--- src/dcmrc_pkg.sv ---
package dcmrc_pkg;

   // item codes
   localparam logic [1:0] OP_WRITE = 2'd0;
   localparam logic [1:0] OP_READ  = 2'd1;
   localparam logic [1:0] OP_STEPS = 2'd2;
   localparam logic [1:0] OP_TICK  = 2'd3;

   // command byte that loads a speed
   localparam logic [7:0] CMD_SET = 8'd1;

   // command buffer and status record geometry
   localparam int BufferBytes    = 3;
   localparam logic [7:0] SPEED_LAST_INDEX = 8'd2;

   // status record byte positions
   localparam logic [7:0] ST_DUTY    = 8'd0;
   localparam logic [7:0] ST_FLAGS   = 8'd1;
   localparam logic [7:0] ST_STEP0   = 8'd2;
   localparam logic [7:0] ST_STEP1   = 8'd3;
   localparam logic [7:0] ST_STEP2   = 8'd4;
   localparam logic [7:0] ST_STEP3   = 8'd5;
   localparam logic [7:0] ST_FILL0   = 8'd6;
   localparam logic [7:0] ST_FILL1   = 8'd7;
   localparam logic [7:0] STATUS_FILL = 8'hFF;

   // watchdog
   localparam logic [7:0] TIMEOUT_RESET = 8'd20;
   localparam logic [7:0] WATCHDOG_MAX  = 8'hFF;

   typedef struct packed {
      logic [1:0]        op;
      logic [7:0]        byte_index;
      logic [7:0]        byte_value;
      logic signed [7:0] step_delta;
      logic              stop_one_level;
      logic              stop_two_level;
   } req_type;

   typedef struct packed {
      logic       ack;
      logic [7:0] read_data;
      logic [7:0] drive_duty;
      logic       drive_direction;
      logic       running;
   } rsp_type;

endpackage

--- src/dcmrc_req_if.sv ---
interface dcmrc_req_if;
   logic              valid;
   logic              ready;
   logic [1:0]        op;
   logic [7:0]        byte_index;
   logic [7:0]        byte_value;
   logic signed [7:0] step_delta;
   logic              stop_one_level;
   logic              stop_two_level;

   modport source (
      output valid, op, byte_index, byte_value, step_delta, stop_one_level,
             stop_two_level,
      input  ready
   );
   modport sink (
      input  valid, op, byte_index, byte_value, step_delta, stop_one_level,
             stop_two_level,
      output ready
   );
endinterface

--- src/dcmrc_rsp_if.sv ---
interface dcmrc_rsp_if;
   logic       valid;
   logic       ready;
   logic       ack;
   logic [7:0] read_data;
   logic [7:0] drive_duty;
   logic       drive_direction;
   logic       running;

   modport source (
      output valid, ack, read_data, drive_duty, drive_direction, running,
      input  ready
   );
   modport sink (
      input  valid, ack, read_data, drive_duty, drive_direction, running,
      output ready
   );
endinterface

--- src/dc_motor_register_controller.sv ---
// Path: an accepted req beat passes the input register, then the result
//   register, before its rsp beat; the state update happens as the item
//   leaves the input register.
// Throughput: 1 item per cycle while rsp is ready; a stalled rsp holds one
//   result while one more item waits in the input register.
// Reset: synchronous, active high; clears core state, timeout to TIMEOUT_INIT.
module dc_motor_register_controller #(
   parameter logic [7:0] TIMEOUT_INIT = dcmrc_pkg::TIMEOUT_RESET
) (
   input  logic       clock,
   input  logic       reset,
   dcmrc_req_if.sink  req_if,
   dcmrc_rsp_if.source rsp_if,
   input  logic       csr_we,
   input  logic [7:0] csr_wdata
);

   logic               in_valid_ff;
   dcmrc_pkg::req_type in_item_ff;
   dcmrc_pkg::req_type req_item;
   logic               out_valid_ff;
   dcmrc_pkg::rsp_type out_rsp_ff;
   dcmrc_pkg::rsp_type rsp_in;
   logic               advance;
   logic               fire;
   logic               take;

   assign req_item.op             = req_if.op;
   assign req_item.byte_index     = req_if.byte_index;
   assign req_item.byte_value     = req_if.byte_value;
   assign req_item.step_delta     = req_if.step_delta;
   assign req_item.stop_one_level = req_if.stop_one_level;
   assign req_item.stop_two_level = req_if.stop_two_level;

   // pipeline flow
   assign advance       = !out_valid_ff || rsp_if.ready;
   assign fire          = in_valid_ff && advance;
   assign req_if.ready  = !in_valid_ff || advance;
   assign take          = req_if.valid && req_if.ready;

   // input register
   always_ff @(posedge clock) begin
      if (reset) begin
         in_valid_ff <= 1'b0;
      end else if (req_if.ready) begin
         in_valid_ff <= req_if.valid;
      end
   end

   always_ff @(posedge clock) begin
      if (take) begin
         in_item_ff <= req_item;
      end
   end

   dcmrc_core #(
      .TIMEOUT_INIT (TIMEOUT_INIT)
   ) u_core (
      .clock     (clock),
      .reset     (reset),
      .csr_we    (csr_we),
      .csr_wdata (csr_wdata),
      .fire      (fire),
      .item      (in_item_ff),
      .rsp_out   (rsp_in)
   );

   // result register
   always_ff @(posedge clock) begin
      if (reset) begin
         out_valid_ff <= 1'b0;
      end else if (advance) begin
         out_valid_ff <= in_valid_ff;
      end
   end

   always_ff @(posedge clock) begin
      if (fire) begin
         out_rsp_ff <= rsp_in;
      end
   end

   assign rsp_if.valid           = out_valid_ff;
   assign rsp_if.ack             = out_rsp_ff.ack;
   assign rsp_if.read_data       = out_rsp_ff.read_data;
   assign rsp_if.drive_duty      = out_rsp_ff.drive_duty;
   assign rsp_if.drive_direction = out_rsp_ff.drive_direction;
   assign rsp_if.running         = out_rsp_ff.running;

endmodule

--- src/dcmrc_core.sv ---
module dcmrc_core #(
   parameter logic [7:0] TIMEOUT_INIT = dcmrc_pkg::TIMEOUT_RESET
) (
   input  logic               clock,
   input  logic               reset,
   input  logic               csr_we,
   input  logic [7:0]         csr_wdata,
   input  logic               fire,
   input  dcmrc_pkg::req_type item,
   output dcmrc_pkg::rsp_type rsp_out
);

   logic [7:0]  timeout_ff;
   logic [7:0]  cmd_buf_ff [dcmrc_pkg::BufferBytes];
   logic [7:0]  cmd_buf_in [dcmrc_pkg::BufferBytes];
   logic [7:0]  duty_ff, duty_in;
   logic        dir_ff, dir_in;
   logic [1:0]  stop_ff, stop_in;
   logic [31:0] step_ff, step_in;
   logic [7:0]  wd_ff, wd_in;
   logic [7:0]  wd_inc;
   logic [7:0]  read_byte;
   logic        write_ok;
   logic        speed_cmd;
   logic        pass;

   // timeout register
   always_ff @(posedge clock) begin
      if (reset) begin
         timeout_ff <= TIMEOUT_INIT;
      end else if (csr_we) begin
         timeout_ff <= csr_wdata;
      end
   end

   // status record byte
   always_comb begin
      case (item.byte_index)
         dcmrc_pkg::ST_DUTY:  read_byte = duty_ff;
         dcmrc_pkg::ST_FLAGS: read_byte = {5'd0, stop_ff, dir_ff};
         dcmrc_pkg::ST_STEP0: read_byte = step_ff[7:0];
         dcmrc_pkg::ST_STEP1: read_byte = step_ff[15:8];
         dcmrc_pkg::ST_STEP2: read_byte = step_ff[23:16];
         dcmrc_pkg::ST_STEP3: read_byte = step_ff[31:24];
         dcmrc_pkg::ST_FILL0,
         dcmrc_pkg::ST_FILL1: read_byte = dcmrc_pkg::STATUS_FILL;
         default:             read_byte = 8'd0;
      endcase
   end

   // next state for one item
   always_comb begin
      write_ok  = item.byte_index < 8'(dcmrc_pkg::BufferBytes);
      speed_cmd = write_ok && (item.byte_index == dcmrc_pkg::SPEED_LAST_INDEX)
                  && (cmd_buf_ff[0] == dcmrc_pkg::CMD_SET);
      wd_inc    = (wd_ff == dcmrc_pkg::WATCHDOG_MAX) ? wd_ff : wd_ff + 8'd1;
      for (int i = 0; i < dcmrc_pkg::BufferBytes; i++) begin
         cmd_buf_in[i] = cmd_buf_ff[i];
      end
      duty_in = duty_ff;
      dir_in  = dir_ff;
      stop_in = stop_ff;
      step_in = step_ff;
      wd_in   = wd_ff;
      rsp_out.ack       = 1'b0;
      rsp_out.read_data = 8'd0;
      unique case (item.op)
         dcmrc_pkg::OP_WRITE: begin
            if (write_ok) begin
               for (int i = 0; i < dcmrc_pkg::BufferBytes; i++) begin
                  if (item.byte_index == 8'(i)) begin
                     cmd_buf_in[i] = item.byte_value;
                  end
               end
               rsp_out.ack = 1'b1;
            end
            // load the speed command on its last byte
            if (speed_cmd) begin
               duty_in = cmd_buf_ff[1];
               dir_in  = item.byte_value[0];
               wd_in   = 8'd0;
            end
         end
         dcmrc_pkg::OP_READ: begin
            rsp_out.read_data = read_byte;
         end
         dcmrc_pkg::OP_STEPS: begin
            step_in = step_ff + {{24{item.step_delta[7]}}, item.step_delta};
         end
         dcmrc_pkg::OP_TICK: begin
            wd_in = wd_inc;
            if (wd_inc > timeout_ff) begin
               duty_in = 8'd0;
            end
            stop_in = {item.stop_two_level, item.stop_one_level};
         end
         default: begin
         end
      endcase
      // gate the drive with the end stop in the commanded direction
      pass = dir_in ? !stop_in[0] : !stop_in[1];
      rsp_out.drive_duty      = pass ? duty_in : 8'd0;
      rsp_out.drive_direction = dir_in;
      rsp_out.running         = duty_in != 8'd0;
   end

   // commit state on each beat
   always_ff @(posedge clock) begin
      if (reset) begin
         for (int i = 0; i < dcmrc_pkg::BufferBytes; i++) begin
            cmd_buf_ff[i] <= 8'd0;
         end
         duty_ff <= 8'd0;
         dir_ff  <= 1'b0;
         stop_ff <= 2'd0;
         step_ff <= 32'd0;
         wd_ff   <= 8'd0;
      end else if (fire) begin
         for (int i = 0; i < dcmrc_pkg::BufferBytes; i++) begin
            cmd_buf_ff[i] <= cmd_buf_in[i];
         end
         duty_ff <= duty_in;
         dir_ff  <= dir_in;
         stop_ff <= stop_in;
         step_ff <= step_in;
         wd_ff   <= wd_in;
      end
   end

   a_wd_saturates: assert property (@(posedge clock) disable iff (reset)
      (fire && item.op == dcmrc_pkg::OP_TICK && wd_ff == dcmrc_pkg::WATCHDOG_MAX)
      |=> wd_ff == dcmrc_pkg::WATCHDOG_MAX)
      else $error("watchdog left saturation on tick");

   a_speed_clears_wd: assert property (@(posedge clock) disable iff (reset)
      (fire && item.op == dcmrc_pkg::OP_WRITE && speed_cmd) |=> wd_ff == 8'd0)
      else $error("speed command did not clear watchdog");

   a_refused_write: assert property (@(posedge clock) disable iff (reset)
      (fire && item.op == dcmrc_pkg::OP_WRITE && !write_ok)
      |=> $stable(duty_ff) && $stable(dir_ff) && $stable(wd_ff)
      && $stable(cmd_buf_ff[0]) && $stable(cmd_buf_ff[1]) && $stable(cmd_buf_ff[2]))
      else $error("refused write changed state");

   a_steps_only: assert property (@(posedge clock) disable iff (reset)
      (fire && item.op == dcmrc_pkg::OP_STEPS)
      |=> $stable(duty_ff) && $stable(wd_ff) && $stable(stop_ff))
      else $error("encoder beat changed drive state");

endmodule

--- src/flat_wrapper.sv ---
// flat-port wrapper written by rule: the top's interface ports become plain ports
module dc_motor_register_controller_flat 
#(
   parameter logic [7:0] TIMEOUT_INIT = dcmrc_pkg::TIMEOUT_RESET
)
  (clock, reset, csr_we, csr_wdata, req_if_valid, req_if_op, req_if_byte_index, req_if_byte_value, req_if_step_delta, req_if_stop_one_level, req_if_stop_two_level, req_if_ready, rsp_if_valid, rsp_if_ack, rsp_if_read_data, rsp_if_drive_duty, rsp_if_drive_direction, rsp_if_running, rsp_if_ready);
  dcmrc_req_if req_if_i ();
  dcmrc_rsp_if rsp_if_i ();
  input  logic clock;
  input  logic reset;
  input  logic csr_we;
  input  logic [7:0] csr_wdata;
  input wire logic [$bits(req_if_i.valid)-1:0] req_if_valid;
  input wire logic [$bits(req_if_i.op)-1:0] req_if_op;
  input wire logic [$bits(req_if_i.byte_index)-1:0] req_if_byte_index;
  input wire logic [$bits(req_if_i.byte_value)-1:0] req_if_byte_value;
  input wire logic [$bits(req_if_i.step_delta)-1:0] req_if_step_delta;
  input wire logic [$bits(req_if_i.stop_one_level)-1:0] req_if_stop_one_level;
  input wire logic [$bits(req_if_i.stop_two_level)-1:0] req_if_stop_two_level;
  output wire logic [$bits(req_if_i.ready)-1:0] req_if_ready;
  output wire logic [$bits(rsp_if_i.valid)-1:0] rsp_if_valid;
  output wire logic [$bits(rsp_if_i.ack)-1:0] rsp_if_ack;
  output wire logic [$bits(rsp_if_i.read_data)-1:0] rsp_if_read_data;
  output wire logic [$bits(rsp_if_i.drive_duty)-1:0] rsp_if_drive_duty;
  output wire logic [$bits(rsp_if_i.drive_direction)-1:0] rsp_if_drive_direction;
  output wire logic [$bits(rsp_if_i.running)-1:0] rsp_if_running;
  input wire logic [$bits(rsp_if_i.ready)-1:0] rsp_if_ready;
  assign req_if_i.valid = req_if_valid;
  assign req_if_i.op = req_if_op;
  assign req_if_i.byte_index = req_if_byte_index;
  assign req_if_i.byte_value = req_if_byte_value;
  assign req_if_i.step_delta = req_if_step_delta;
  assign req_if_i.stop_one_level = req_if_stop_one_level;
  assign req_if_i.stop_two_level = req_if_stop_two_level;
  assign req_if_ready = req_if_i.ready;
  assign rsp_if_valid = rsp_if_i.valid;
  assign rsp_if_ack = rsp_if_i.ack;
  assign rsp_if_read_data = rsp_if_i.read_data;
  assign rsp_if_drive_duty = rsp_if_i.drive_duty;
  assign rsp_if_drive_direction = rsp_if_i.drive_direction;
  assign rsp_if_running = rsp_if_i.running;
  assign rsp_if_i.ready = rsp_if_ready;
  dc_motor_register_controller #(.TIMEOUT_INIT(TIMEOUT_INIT)) u_core (.clock(clock), .reset(reset), .req_if(req_if_i), .rsp_if(rsp_if_i), .csr_we(csr_we), .csr_wdata(csr_wdata));
endmodule
--- config.mk ---
export PLATFORM = sky130hd
export DESIGN_NAME = dc_motor_register_controller_flat
export DESIGN_NICKNAME = d
export VERILOG_FILES = /design/src/dcmrc_pkg.sv /design/src/dcmrc_req_if.sv /design/src/dcmrc_rsp_if.sv /design/src/dc_motor_register_controller.sv /design/src/dcmrc_core.sv /design/src/flat_wrapper.sv
export SDC_FILE = /design/constraint.sdc
export NUM_CORES = 1
export LEC_CHECK = 0
export ABC_AREA = 0
export BUFFER_PORTS_ARGS = -buffer_cell sky130_fd_sc_hd__buf_2
export CAP_MARGIN = 30
export CORE_ASPECT_RATIO = 2
export CORE_MARGIN = 2
export CORE_UTILIZATION = 60
export CTS_CLUSTER_DIAMETER = 120
export DETAILED_ROUTE_END_ITERATION = 8
export PLACE_DENSITY = 0.8
export SYNTH_ARGS = -nofsm -noshare
export SYNTH_HDL_FRONTEND = slang
export SYNTH_SLANG_ARGS = --single-unit
--- constraint.sdc ---
create_clock -name clock -period 4.5 [get_ports clock]
set_input_delay 0.675 -clock clock [delete_from_list [all_inputs] [get_ports clock]]
set_output_delay 0.675 -clock clock [all_outputs]
set_load 0.02 [all_outputs]
==> results of run 1 <==
==> registers in the layout, summed over array words and instances, names as in the netlist <==
name,count
u_core.in_item_ff,28
u_core.in_valid_ff,1
u_core.rsp_if.ack,1
u_core.rsp_if.drive_direction,1
u_core.rsp_if.drive_duty,8
u_core.rsp_if.read_data,8
u_core.rsp_if.running,1
u_core.rsp_if.valid,1
u_core.u_core.cmd_buf_ff,16
u_core.u_core.dir_ff,1
u_core.u_core.duty_ff,8
u_core.u_core.step_ff,32
u_core.u_core.stop_ff,2
u_core.u_core.timeout_ff,8
u_core.u_core.wd_ff,8
==> layer usage <==
metal,share of wire (%),vias up
met3,4.5,70
met1,35,2680
met5,0,-
met2,56,237
li1,-,2698
met4,5.1,0
==> logic make-up after synthesis <==
logic type               after synthesis  synth area share, %
multiplexers                          14                 2.33
AO/OA/AOI/OAI                        192                 18.1
AND/OR/NAND/NOR                      242                 17.5
flip-flops                           124                 46.4
adder cells (fa/ha/maj)               45                 8.51
buffers and inverters                 54                 3.83
XOR/XNOR                              25                 3.27
==> worst reg2reg max path: stages, from the launching register on <==
cell	delay, ns
dfxtp_1	0.40
ha_1	0.20
and2_0	0.28
nand3_1	0.32
mux2_2	0.38
ha_1	0.30
nor2b_1	0.14
o21a_1	0.16
o21ai_0	0.18
a21oi_1	0.10
o22ai_1	0.29
a221o_1	0.42
or2_0	0.38
a22oi_1	0.15
nor2_1	0.14
==> power by group <==
part	total, mW	internal (mW)	switching [mW]
logic	0.249	0.0952	0.154
registers	1.27	1.23	0.0334
clock network	1.33	0.734	0.595
==> cells in the mapped netlist (all sizes together) (3+ instances only) <==
cell and instances:
clkbuf 22, a22oi 15, a211oi 13, ha 44, nand4 9, o211ai 9, a31oi 8, and2 7
xnor2 15, a222oi 3, and3 11, a21o 15, buf 8, o21a 3, a221oi 4, nor4b 4
mux2i 10, xor2 10, inv 24, or4 4, and4 3, mux2 3, o21ai 33, nor2b 9
a21oi 71, edfxtp 63, dfxtp 61, nand2b 7, nor3 9, nand3 25, or2 5, nand2 87
nor2 53
==> worst paths after layout <==
| kind | cells past startpoint | slack (ns) | startpoint | end |
|---|---|---|---|---|
| worst max-delay path | 14 | 0.60 | u_core.u_core.wd_ff[0] | u_core.u_core.duty_ff[2] |
| worst min-delay path | 1 | 0.41 | req_if_step_delta[1] | u_core.in_item_ff[3] |
| worst max register to register | 14 | 0.60 | u_core.u_core.wd_ff[0] | u_core.u_core.duty_ff[2] |
| worst min register to register | 2 | 0.47 | u_core.u_core.wd_ff[6] | u_core.u_core.wd_ff[6] |
==> area by class of cell <==
type                            count  area, um^2
Clock buffer                       17         425
Inverter                           24        90.1
Timing Repair Buffer               70         384
Clock inverter                     15         148
Multi-Input combinational cell    518        3330
Fill cell                         802        3210
Tap cell                          140         175
Sequential cell                   124        3110
==> through the flow <==
| stage | hold WS [ns] | utilization (%) |
|---|---|---|
| after floorplan | 0.432 | - |
| after detailed placement | 0.459 | 65.2 |
| after CTS | 0.414 | 70.5 |
| after global routing | 0.408 | 70.5 |
| final | 0.413 | 70.5 |
| after global placement | 0.442 | 65.0 |
==> out/results.ini, run 1 <==
[setup_path]
path_max_fanout = 10
cpMostUsedCell = ha_1
critPathSlowestCell = a221o_1
slowest_delay_ns = 0.42
crit_type = register to register
critPathCaptureType = register
cp-start-kind = register
crit_required_ns = 4.85
worstPathArrival_ns = 4.26
cp_top_family = compound AO/OA/AOI/OAI gates
cp_cell_sequence = ha_1, and2_0, nand3_1, mux2_2, ha_1, nor2b_1, o21a_1, o21ai_0, a21oi_1, o22ai_1, a221o_1, or2_0, a22oi_1, nor2_1
path_buf_inv = 0

[floorplanning]
fp.dieH_um = 153
die_x_um = 78.7
core_um2 = 10900
rows = 54
io_pins = 62
die_area_um2 = 12100
start_util_pct = 61.6

[logic_synthesis]
syn_inst = 696
syn_area_um2 = 6700
ys_warn_count = 0
yosysUniqueCellTypes = 69
ys.flop_type = edfxtp_1
avgSynthCellArea_um2 = 9.63
synth-edff-count = 63
synthesis.nets = 782
synth_area_leaders = edfxtp_1 (28%), dfxtp_1 (18%), ha_1 (8.2%)
netlist.area_leader.share_pct = 28.2
postSynth.asyncResetShare_pct = 0
synth.largest_area_cell = edfxtp_1
synth-seq-cells = 124
seq_area_frac_synth_pct = 46.4

[sta]
tightest_slew_ns = 0.793
timing.final.ws_setup_ns = 0.596
skew_ns = 0.0203
fin_crit_ns = 3.90
hold_violations = 0
final_max_slew_viol_count = 0
setup_violations = 0
rsz0062_at_grt = no
fin_tns_setup_ns = 0
min_period_over_period_pct = 86.8
max_clock_freq_ghz = 0.256
slew_headroom_pct = 46.4

[pwr]
p_per_area_nw_per_um2 = 371
vdd_drop_max_v = 0.000376
p_leak_nw = 3.09
p_total_mw = 2.84

[detailed_routing]
drtIter0Drc = 455
vias = 5685
routed_via_density = 6.26
wl_per_cell_um = 18.6
dr.pass1.iters = 5
routed_wl_mm = 16.9
route.detailed.drc = 0
final_antenna_net_count = 0

[placement]
dp.cells = 876
place_area_um2 = 7100
pre_cts_slack_ns = 0.721
gp_congestion = 0.928
dp_hpwl_mm = 12.1
port_buffers = 61

[cts]
cts.sinks = 124
path_clk_slew_ns = 0.07
cts_setup_buffers = 0
ctsResizeCount = 0
clk_latency_ns = 0.43
h-tree-depth = 4
cts_tree = built
numCtsBuffers = 17
root_buffer = clkbuf_16
postCtsHoldBufs = 0
clk_path_buf_depth = 2

[cells_and_area]
final_area_um2 = 7670
layout_commonest_cell = nand2_1
drive_above_1_share_pct = 15.5
final_cells = 908
area_growth_pct = 14.4
layout_common_cells = nand2_1 (87), a21oi_1 (71), edfxtp_1 (63), buf_2 (61), dfxtp_1 (61)
antenna_cells = 0
final_net_count = 841

[grt]
gr-total-overflow = 0
grt_max_degree = 60
grt_use_met3_pct = 5.49
grt_pass1_wl_mm = 27.0
grtUsageMet1_pct = 28.4
grt-busiest-layer = met2
use_met2_pct = 54.2
grt_usage_pct = 28.9
antenna_found_initial = 0
grt_pass1_vias = 5614

[flow_run]
maxCapViolCount = 0

[run_status]
status = completed

[worst_hold_path]
min_path_type = input port to register

Note: power is estimated with default switching activity, not from simulation.
==> run 2: changes to the inputs <==
BUFFER_PORTS_ARGS = not set   (was -buffer_cell sky130_fd_sc_hd__buf_2)
DONT_BUFFER_PORTS = 1   (was not set)
PLACE_DENSITY = 0.76   (was 0.8)
==> run 2 against run 1 <==
Compared with the run above: critical endpoint unchanged; maximum frequency up 2.7%; combinational power down 18%; non-clock buffer count down 61; register-to-register slack better by 0.10 ns; final cell count down 6.7%; die area unchanged; hold slack worse by 0.099 ns; core utilization down 2.6 points; clock-buffer cell count unchanged; largest cell class unchanged.
==> out/results.ini, run 2 (synthesized netlist as in run 1, its figures left out) <==
[detailed_routing]
drtIter0Drc = 483  ; +6.2%
wl_per_cell_um = 19.7  ; +6.3%
route.detailed.drc = 0  ; unchanged
dr.pass1.iters = 6  ; +1
routed_wl_mm = 16.7  ; -0.88%
routed_via_density = 6.39  ; +2.0%
vias = 5409  ; -4.9%
final_antenna_net_count = 0  ; unchanged

[flow_run]
maxCapViolCount = 0  ; unchanged

[cells_and_area]
largest_reg_flops = 32  ; unchanged
antenna_cells = 0  ; unchanged
area_growth_pct = 10.2
layout_commonest_cell = nand2_1
final_net_count = 780  ; -7.3%
multi_input_area_um2 = 3330  ; unchanged
top_register = u_core.u_core.step_ff
drive_above_1_share_pct = 8.20  ; -7.3 points
fillerInstances = 836  ; +4.2%
layout_common_cells = nand2_1 (87), a21oi_1 (71), edfxtp_1 (63), dfxtp_1 (61), nor2_1 (51)
seqCellArea_um2 = 3110  ; unchanged
top_regs = u_core.u_core.step_ff (32), u_core.in_item_ff (28), u_core.u_core.cmd_buf_ff (16)

[sta]
fin_crit_ns = 3.80  ; -0.103 ns
skew_ns = 0.0109  ; -0.00941 ns
hold_violations = 0  ; unchanged
tightest_slew_ns = 0.816  ; +0.0226 ns
fin_tns_setup_ns = 0  ; unchanged
min_period_over_period_pct = 84.5  ; -2.3 points
slew_headroom_pct = 45.6  ; -0.82 points
final_max_slew_viol_count = 0  ; unchanged
max_clock_freq_ghz = 0.263  ; +2.7%
rsz0062_at_grt = no
setup_violations = 0  ; unchanged

[cts]
h-tree-depth = 4  ; unchanged
path_clk_slew_ns = 0.06  ; about the same
clk_latency_ns = 0.42  ; about the same
root_buffer = clkbuf_16
numCtsBuffers = 17  ; unchanged
cts_setup_buffers = 0  ; unchanged
cts_tree = built
postCtsHoldBufs = 0  ; unchanged
ctsResizeCount = 0  ; unchanged
clk_path_buf_depth = 2  ; unchanged
cts.sinks = 124  ; unchanged

[grt]
gr-total-overflow = 0  ; unchanged
grt_max_degree = 61  ; +1.7%
grtUsageMet1_pct = 29.1  ; +0.72 points
grt_usage_pct = 29.2  ; +0.25 points
use_met2_pct = 52.9  ; -1.3 points
grt-busiest-layer = met2
antenna_found_initial = 0  ; unchanged
grt_pass1_wl_mm = 26.9  ; -0.36%
grt_use_met3_pct = 6.49  ; +1.0 points
grt_pass1_vias = 5577  ; -0.66%

[pwr]
vdd_drop_max_v = 0.000401  ; +6.6%
p_per_area_nw_per_um2 = 389  ; +4.8%
p_leak_nw = 2.86  ; -7.5%
p_total_mw = 2.87  ; +0.94%

[setup_path]
critPathCaptureType = register
crit_type = register to register
crit_required_ns = 4.85  ; about the same
slowest_delay_ns = 0.42  ; about the same
path_max_fanout = 10  ; unchanged
startpoint = u_core.u_core.wd_ff[0]
cpMostUsedCell = ha_1
cp_top_family = simple AND/OR/NAND/NOR gates
cp-start-kind = register
critPathSlowestCell = a221o_1
cp_cell_sequence = ha_1, and2_0, nand3_1, mux2_2, ha_1, nor2b_1, o21a_1, o21ai_0, a21oi_1, o22ai_1, a221o_1, or2_0, a22oi_1, nor2_1
path_buf_inv = 0  ; unchanged
r2r-start = u_core.u_core.wd_ff[0]
worstPathArrival_ns = 4.15  ; -0.11 ns

[worst_hold_path]
worstHoldStart = reset
min_path_type = input port to register

[placement]
gp_congestion = 0.939  ; +1.2%
dp_hpwl_mm = 11.9  ; -2.0%
port_buffers = 0  ; -100%

[floorplanning]
io_pins = 62  ; unchanged
core_um2 = 10900  ; unchanged
die_x_um = 78.7  ; unchanged
start_util_pct = 61.6  ; unchanged
rows = 54  ; unchanged
die_area_um2 = 12100  ; unchanged
fp.dieH_um = 153  ; unchanged

[run_status]
status = completed

-- run 2: cell types whose count changed in the layout (fill, tap and decap cells not counted), sizes merged --
cell,previous run,this run
bufinv,0,2
inv,33,31
buf,69,8
-- run 2: final timing paths --
path / cells after the start / slack (ns) / to
setup / recovery: 14 / 0.70 / u_core.u_core.duty_ff[2]
hold / removal: 1 / 0.31 / u_core.u_core.step_ff[23]
setup reg to reg: 14 / 0.70 / u_core.u_core.duty_ff[2]
hold reg to reg: 2 / 0.46 / u_core.u_core.wd_ff[6]
-- run 2: final cells by class --
class / count / share of cell area, %
timing repair buffer: 9 / 0.966
multi-input combinational: 518 / 45.1
sequential: 124 / 42.1
tap: 140 / 2.37
clock inverter: 15 / 2.41
inverter: 24 / 1.22
clock buffer: 17 / 5.76
-- run 2: report_power, final --
group	internal [mW]	switching [mW]	total [mW]
clock	0.834	0.557	1.39
combinational	0.0771	0.127	0.204
sequential	1.23	0.0413	1.27
-- run 2: routing by layer --
metal,vias to the layer above,wire (um)
met1,2553,5870
met2,225,9100
li1,2563,-
met4,0,921
met3,68,822
met5,-,0
-- run 2: stage by stage --
step / utilization (%) / instance area (um^2) / setup slack (ns) / std cells / hold slack, ns
2_1_floorplan: - / 6700 / 1.19 / 696 / 0.432
3_3_place_gp: 62.2 / 6770 / 0.978 / 814 / 0.440
3_5_place_dp: 62.4 / 6780 / 0.816 / 815 / 0.451
4_1_cts: 67.9 / 7390 / 0.765 / 847 / 0.306
5_1_grt: 67.9 / 7390 / 0.307 / 847 / 0.305
6_report: 67.9 / 7390 / 0.699 / 847 / 0.314
==> run 3: changes to the inputs <==
ABC_AREA = 1   (was 0)
CORE_UTILIZATION = 58   (was 60)
clock period = 3.1 ns   (was 4.5 ns; I/O delays follow)
==> run 3 against run 2 <==
Compared with the run above: via count grew 20%; maximum frequency grew 27%; synthesized area grew 9.0%; sequential power grew 47%; register-to-register slack lost 0.60 ns; design area grew 11%; setup slack lost 0.60 ns; clock-buffer cell count is the same.
==> out/results.ini, run 3 <==
[logic_synthesis]
ys.flop_type = edfxtp_1
yosys.area_share.simple_pct = 21.6  ; +4.1 points
syn_area_um2 = 7310  ; +9.0%
synth_area_leaders = edfxtp_1 (26%), dfxtp_1 (17%), nand2_1 (11%)
synthesis.nets = 1043  ; +33%
ys_warn_count = 0  ; unchanged
synth-seq-cells = 124  ; unchanged
synth_top_family_by_area = simple AND/OR/NAND/NOR gates
synthXorXnorAreaFrac_pct = 2.52  ; -0.75 points
synth.largest_area_cell = edfxtp_1
synthMuxAreaShare_pct = 0.291  ; -2.0 points
synth-edff-count = 63  ; unchanged
netlist.area_leader.share_pct = 25.9  ; -2.3 points
seq_area_frac_synth_pct = 42.6  ; -3.8 points
yosys.area_share.adder_pct = 7.81  ; -0.71 points
yosysUniqueCellTypes = 41  ; -41%
ys_top_cells_by_count = nand2_1 (220), inv_1 (161), nor2_1 (102)
postSynth.asyncResetShare_pct = 0  ; unchanged
avgSynthCellArea_um2 = 7.64  ; -21%
synth_compound_area_share_pct = 16.0  ; -2.1 points
syn_inst = 957  ; +38%
synth.most_common_cell = nand2_1

[setup_path]
cp-start-kind = register
slowest_delay_ns = 0.37  ; -0.05 ns
cp_cell_sequence = ha_2, nand2_1, nor3_4, nand3_2, buf_4, nand4_1, xnor2_1, ha_2, nand2_1, nor2_2, nand2_1, nand2_1, nand2_1, nand2_1, nand2_4, a21oi_4, nand2_1, nor2_2, nand2_1
critPathCaptureType = register
critPathSlowestCell = dfxtp_4
path_buf_inv = 1  ; +1
path_max_fanout = 8  ; -2
worstPathArrival_ns = 3.17  ; -0.98 ns
crit_type = register to register
cp_top_family = simple AND/OR/NAND/NOR gates
crit_required_ns = 3.27  ; -1.58 ns
cpMostUsedCell = nand2_1

[floorplanning]
fp.dieH_um = 163  ; +6.0%
start_util_pct = 58.9  ; -2.7 points
io_pins = 62  ; unchanged
rows = 58  ; +7.4%
core_um2 = 12400  ; +14%
die_area_um2 = 13600  ; +12%
die_x_um = 83.4  ; +5.9%

[cells_and_area]
final_net_count = 1058  ; +36%
layout_commonest_cell = nand2_1
top_register = u_core.u_core.step_ff
antenna_cells = 0  ; unchanged
area_growth_pct = 11.9
final_cells = 1135  ; +34%
largest_reg_flops = 32  ; unchanged
drive_above_1_share_pct = 7.61  ; -0.59 points
layout_common_cells = nand2_1 (220), inv_1 (161), nor2_1 (100), a21oi_1 (84), edfxtp_1 (63)
top_regs = u_core.u_core.step_ff (32), u_core.in_item_ff (28), u_core.u_core.cmd_buf_ff (16)

[placement]
dp.cells = 1100  ; +35%
gp_congestion = 0.956  ; +1.8%
pre_cts_slack_ns = 0.0699  ; -0.746 ns
dp_hpwl_mm = 13.1  ; +10%
port_buffers = 0  ; unchanged

[run_status]
status = completed

[sta]
min_period_over_period_pct = 96.8  ; +12 points
final_max_slew_viol_count = 0  ; unchanged
tightest_slew_ns = 0.770  ; -0.0456 ns
fin_crit_ns = 3.00  ; -0.801 ns
fin_tns_setup_ns = 0  ; unchanged
hold_violations = 0  ; unchanged
holdWs_ns = 0.111  ; -0.203 ns
skew_ns = 0.0137  ; +0.00287 ns
setup_violations = 0  ; unchanged
timing.final.ws_setup_ns = 0.100  ; -0.599 ns
max_clock_freq_ghz = 0.333  ; +27%
slew_headroom_pct = 48.7  ; +3.1 points

[cts]
clk_path_buf_depth = 2  ; unchanged
root_buffer = clkbuf_16
h-tree-depth = 4  ; unchanged
cts.sinks = 124  ; unchanged
clk_latency_ns = 0.42  ; about the same
path_clk_slew_ns = 0.07  ; about the same
cts_tree = built
postCtsHoldBufs = 0  ; unchanged
numCtsBuffers = 17  ; unchanged

[detailed_routing]
wl_per_cell_um = 16.1  ; -18%
drtIter0Drc = 540  ; +12%
routed_wl_mm = 18.3  ; +9.3%
vias = 6494  ; +20%
dr.pass1.iters = 5  ; -1
final_antenna_net_count = 0  ; unchanged
route.detailed.drc = 0  ; unchanged
routed_via_density = 5.72  ; -10%

[grt]
grt_pass1_wl_mm = 29.4  ; +9.4%
gr-total-overflow = 0  ; unchanged
antenna_found_initial = 0  ; unchanged
grt_max_degree = 39  ; -36%
grt_usage_pct = 27.3  ; -1.9 points
grt_pass1_vias = 6236  ; +12%

[pwr]
vdd_drop_max_v = 0.000508  ; +27%
p_leak_nw = 3.88  ; +36%
p_per_area_nw_per_um2 = 528  ; +36%

[worst_hold_path]
min_path_type = input port to register

[flow_run]
maxCapViolCount = 0  ; unchanged

run 3: cell count changes in the layout (fill, tap and decap cells not counted), moves of 12 or more:
cell	previous run	this run
inv_1	24	161
nand2_1	87	220
nor2_1	51	100
o21ai_0	32	61
a22oi_1	15	0
a21oi_1	71	84
nand3_1	24	36
run 3: final timing paths:
check	endpoint	cells past startpoint	start	slack, ns
max	u_core.rsp_if.running	19	u_core.u_core.wd_ff[0]	0.10
min	u_core.rsp_if.valid	1	reset	0.11
max reg2reg	u_core.rsp_if.running	19	u_core.u_core.wd_ff[0]	0.10
min reg2reg	u_core.u_core.timeout_ff[5]	2	u_core.u_core.timeout_ff[5]	0.47
run 3: kinds of logic after synthesis:
| group | after synthesis |
|---|---|
| buf+inv | 179 |
| compound gates | 201 |
| simple gates | 385 |
| mux | 2 |
| fa+ha+maj | 45 |
| xor+xnor | 21 |
| flops | 124 |
run 3: layout make-up:
type | instances | area, um^2
flip-flops and latches | 124 | 3120
fillers | 1003 | 4230
inverters | 164 | 616
clock inverters | 15 | 170
repair buffers | 11 | 82.6
clock buffers | 17 | 425
well taps | 150 | 188
multi-input cells | 654 | 3580
run 3: where the power goes:
| group | internal (mW) | leakage, nW | switching (mW) |
|---|---|---|---|
| sequential | 1.81 | 1.12 | 0.0624 |
| clock | 1.15 | 0.288 | 0.860 |
| combinational | 0.144 | 2.48 | 0.294 |
run 3: timing repair:
| item | 4_1_cts | 5_1_grt |
|---|---|---|
| pin swaps | 0 | 3 |
| endpoints found under the setup margin | 1 | 9 |
| resized for setup | 1 | 13 |
| setup buffers | 0 | 3 |
run 3: through the flow:
step                area (um^2)  total power [mW]  util, %
global route               8180              4.46     65.9
global placement           7500              2.30     60.4
floorplan                  7310              2.22        -
detailed placement         7500              2.32     60.4
finish                     8180              4.32     65.9
CTS                        8100              4.31     65.3
run 3: per-layer routing:
layer	vias up	part of all wire, %	track usage [%]
met5	-	0	0
met4	0	4.6	14.5
met3	67	5.9	5.68
met2	291	49	45.8
met1	2968	41	32.8
li1	3168	-	-
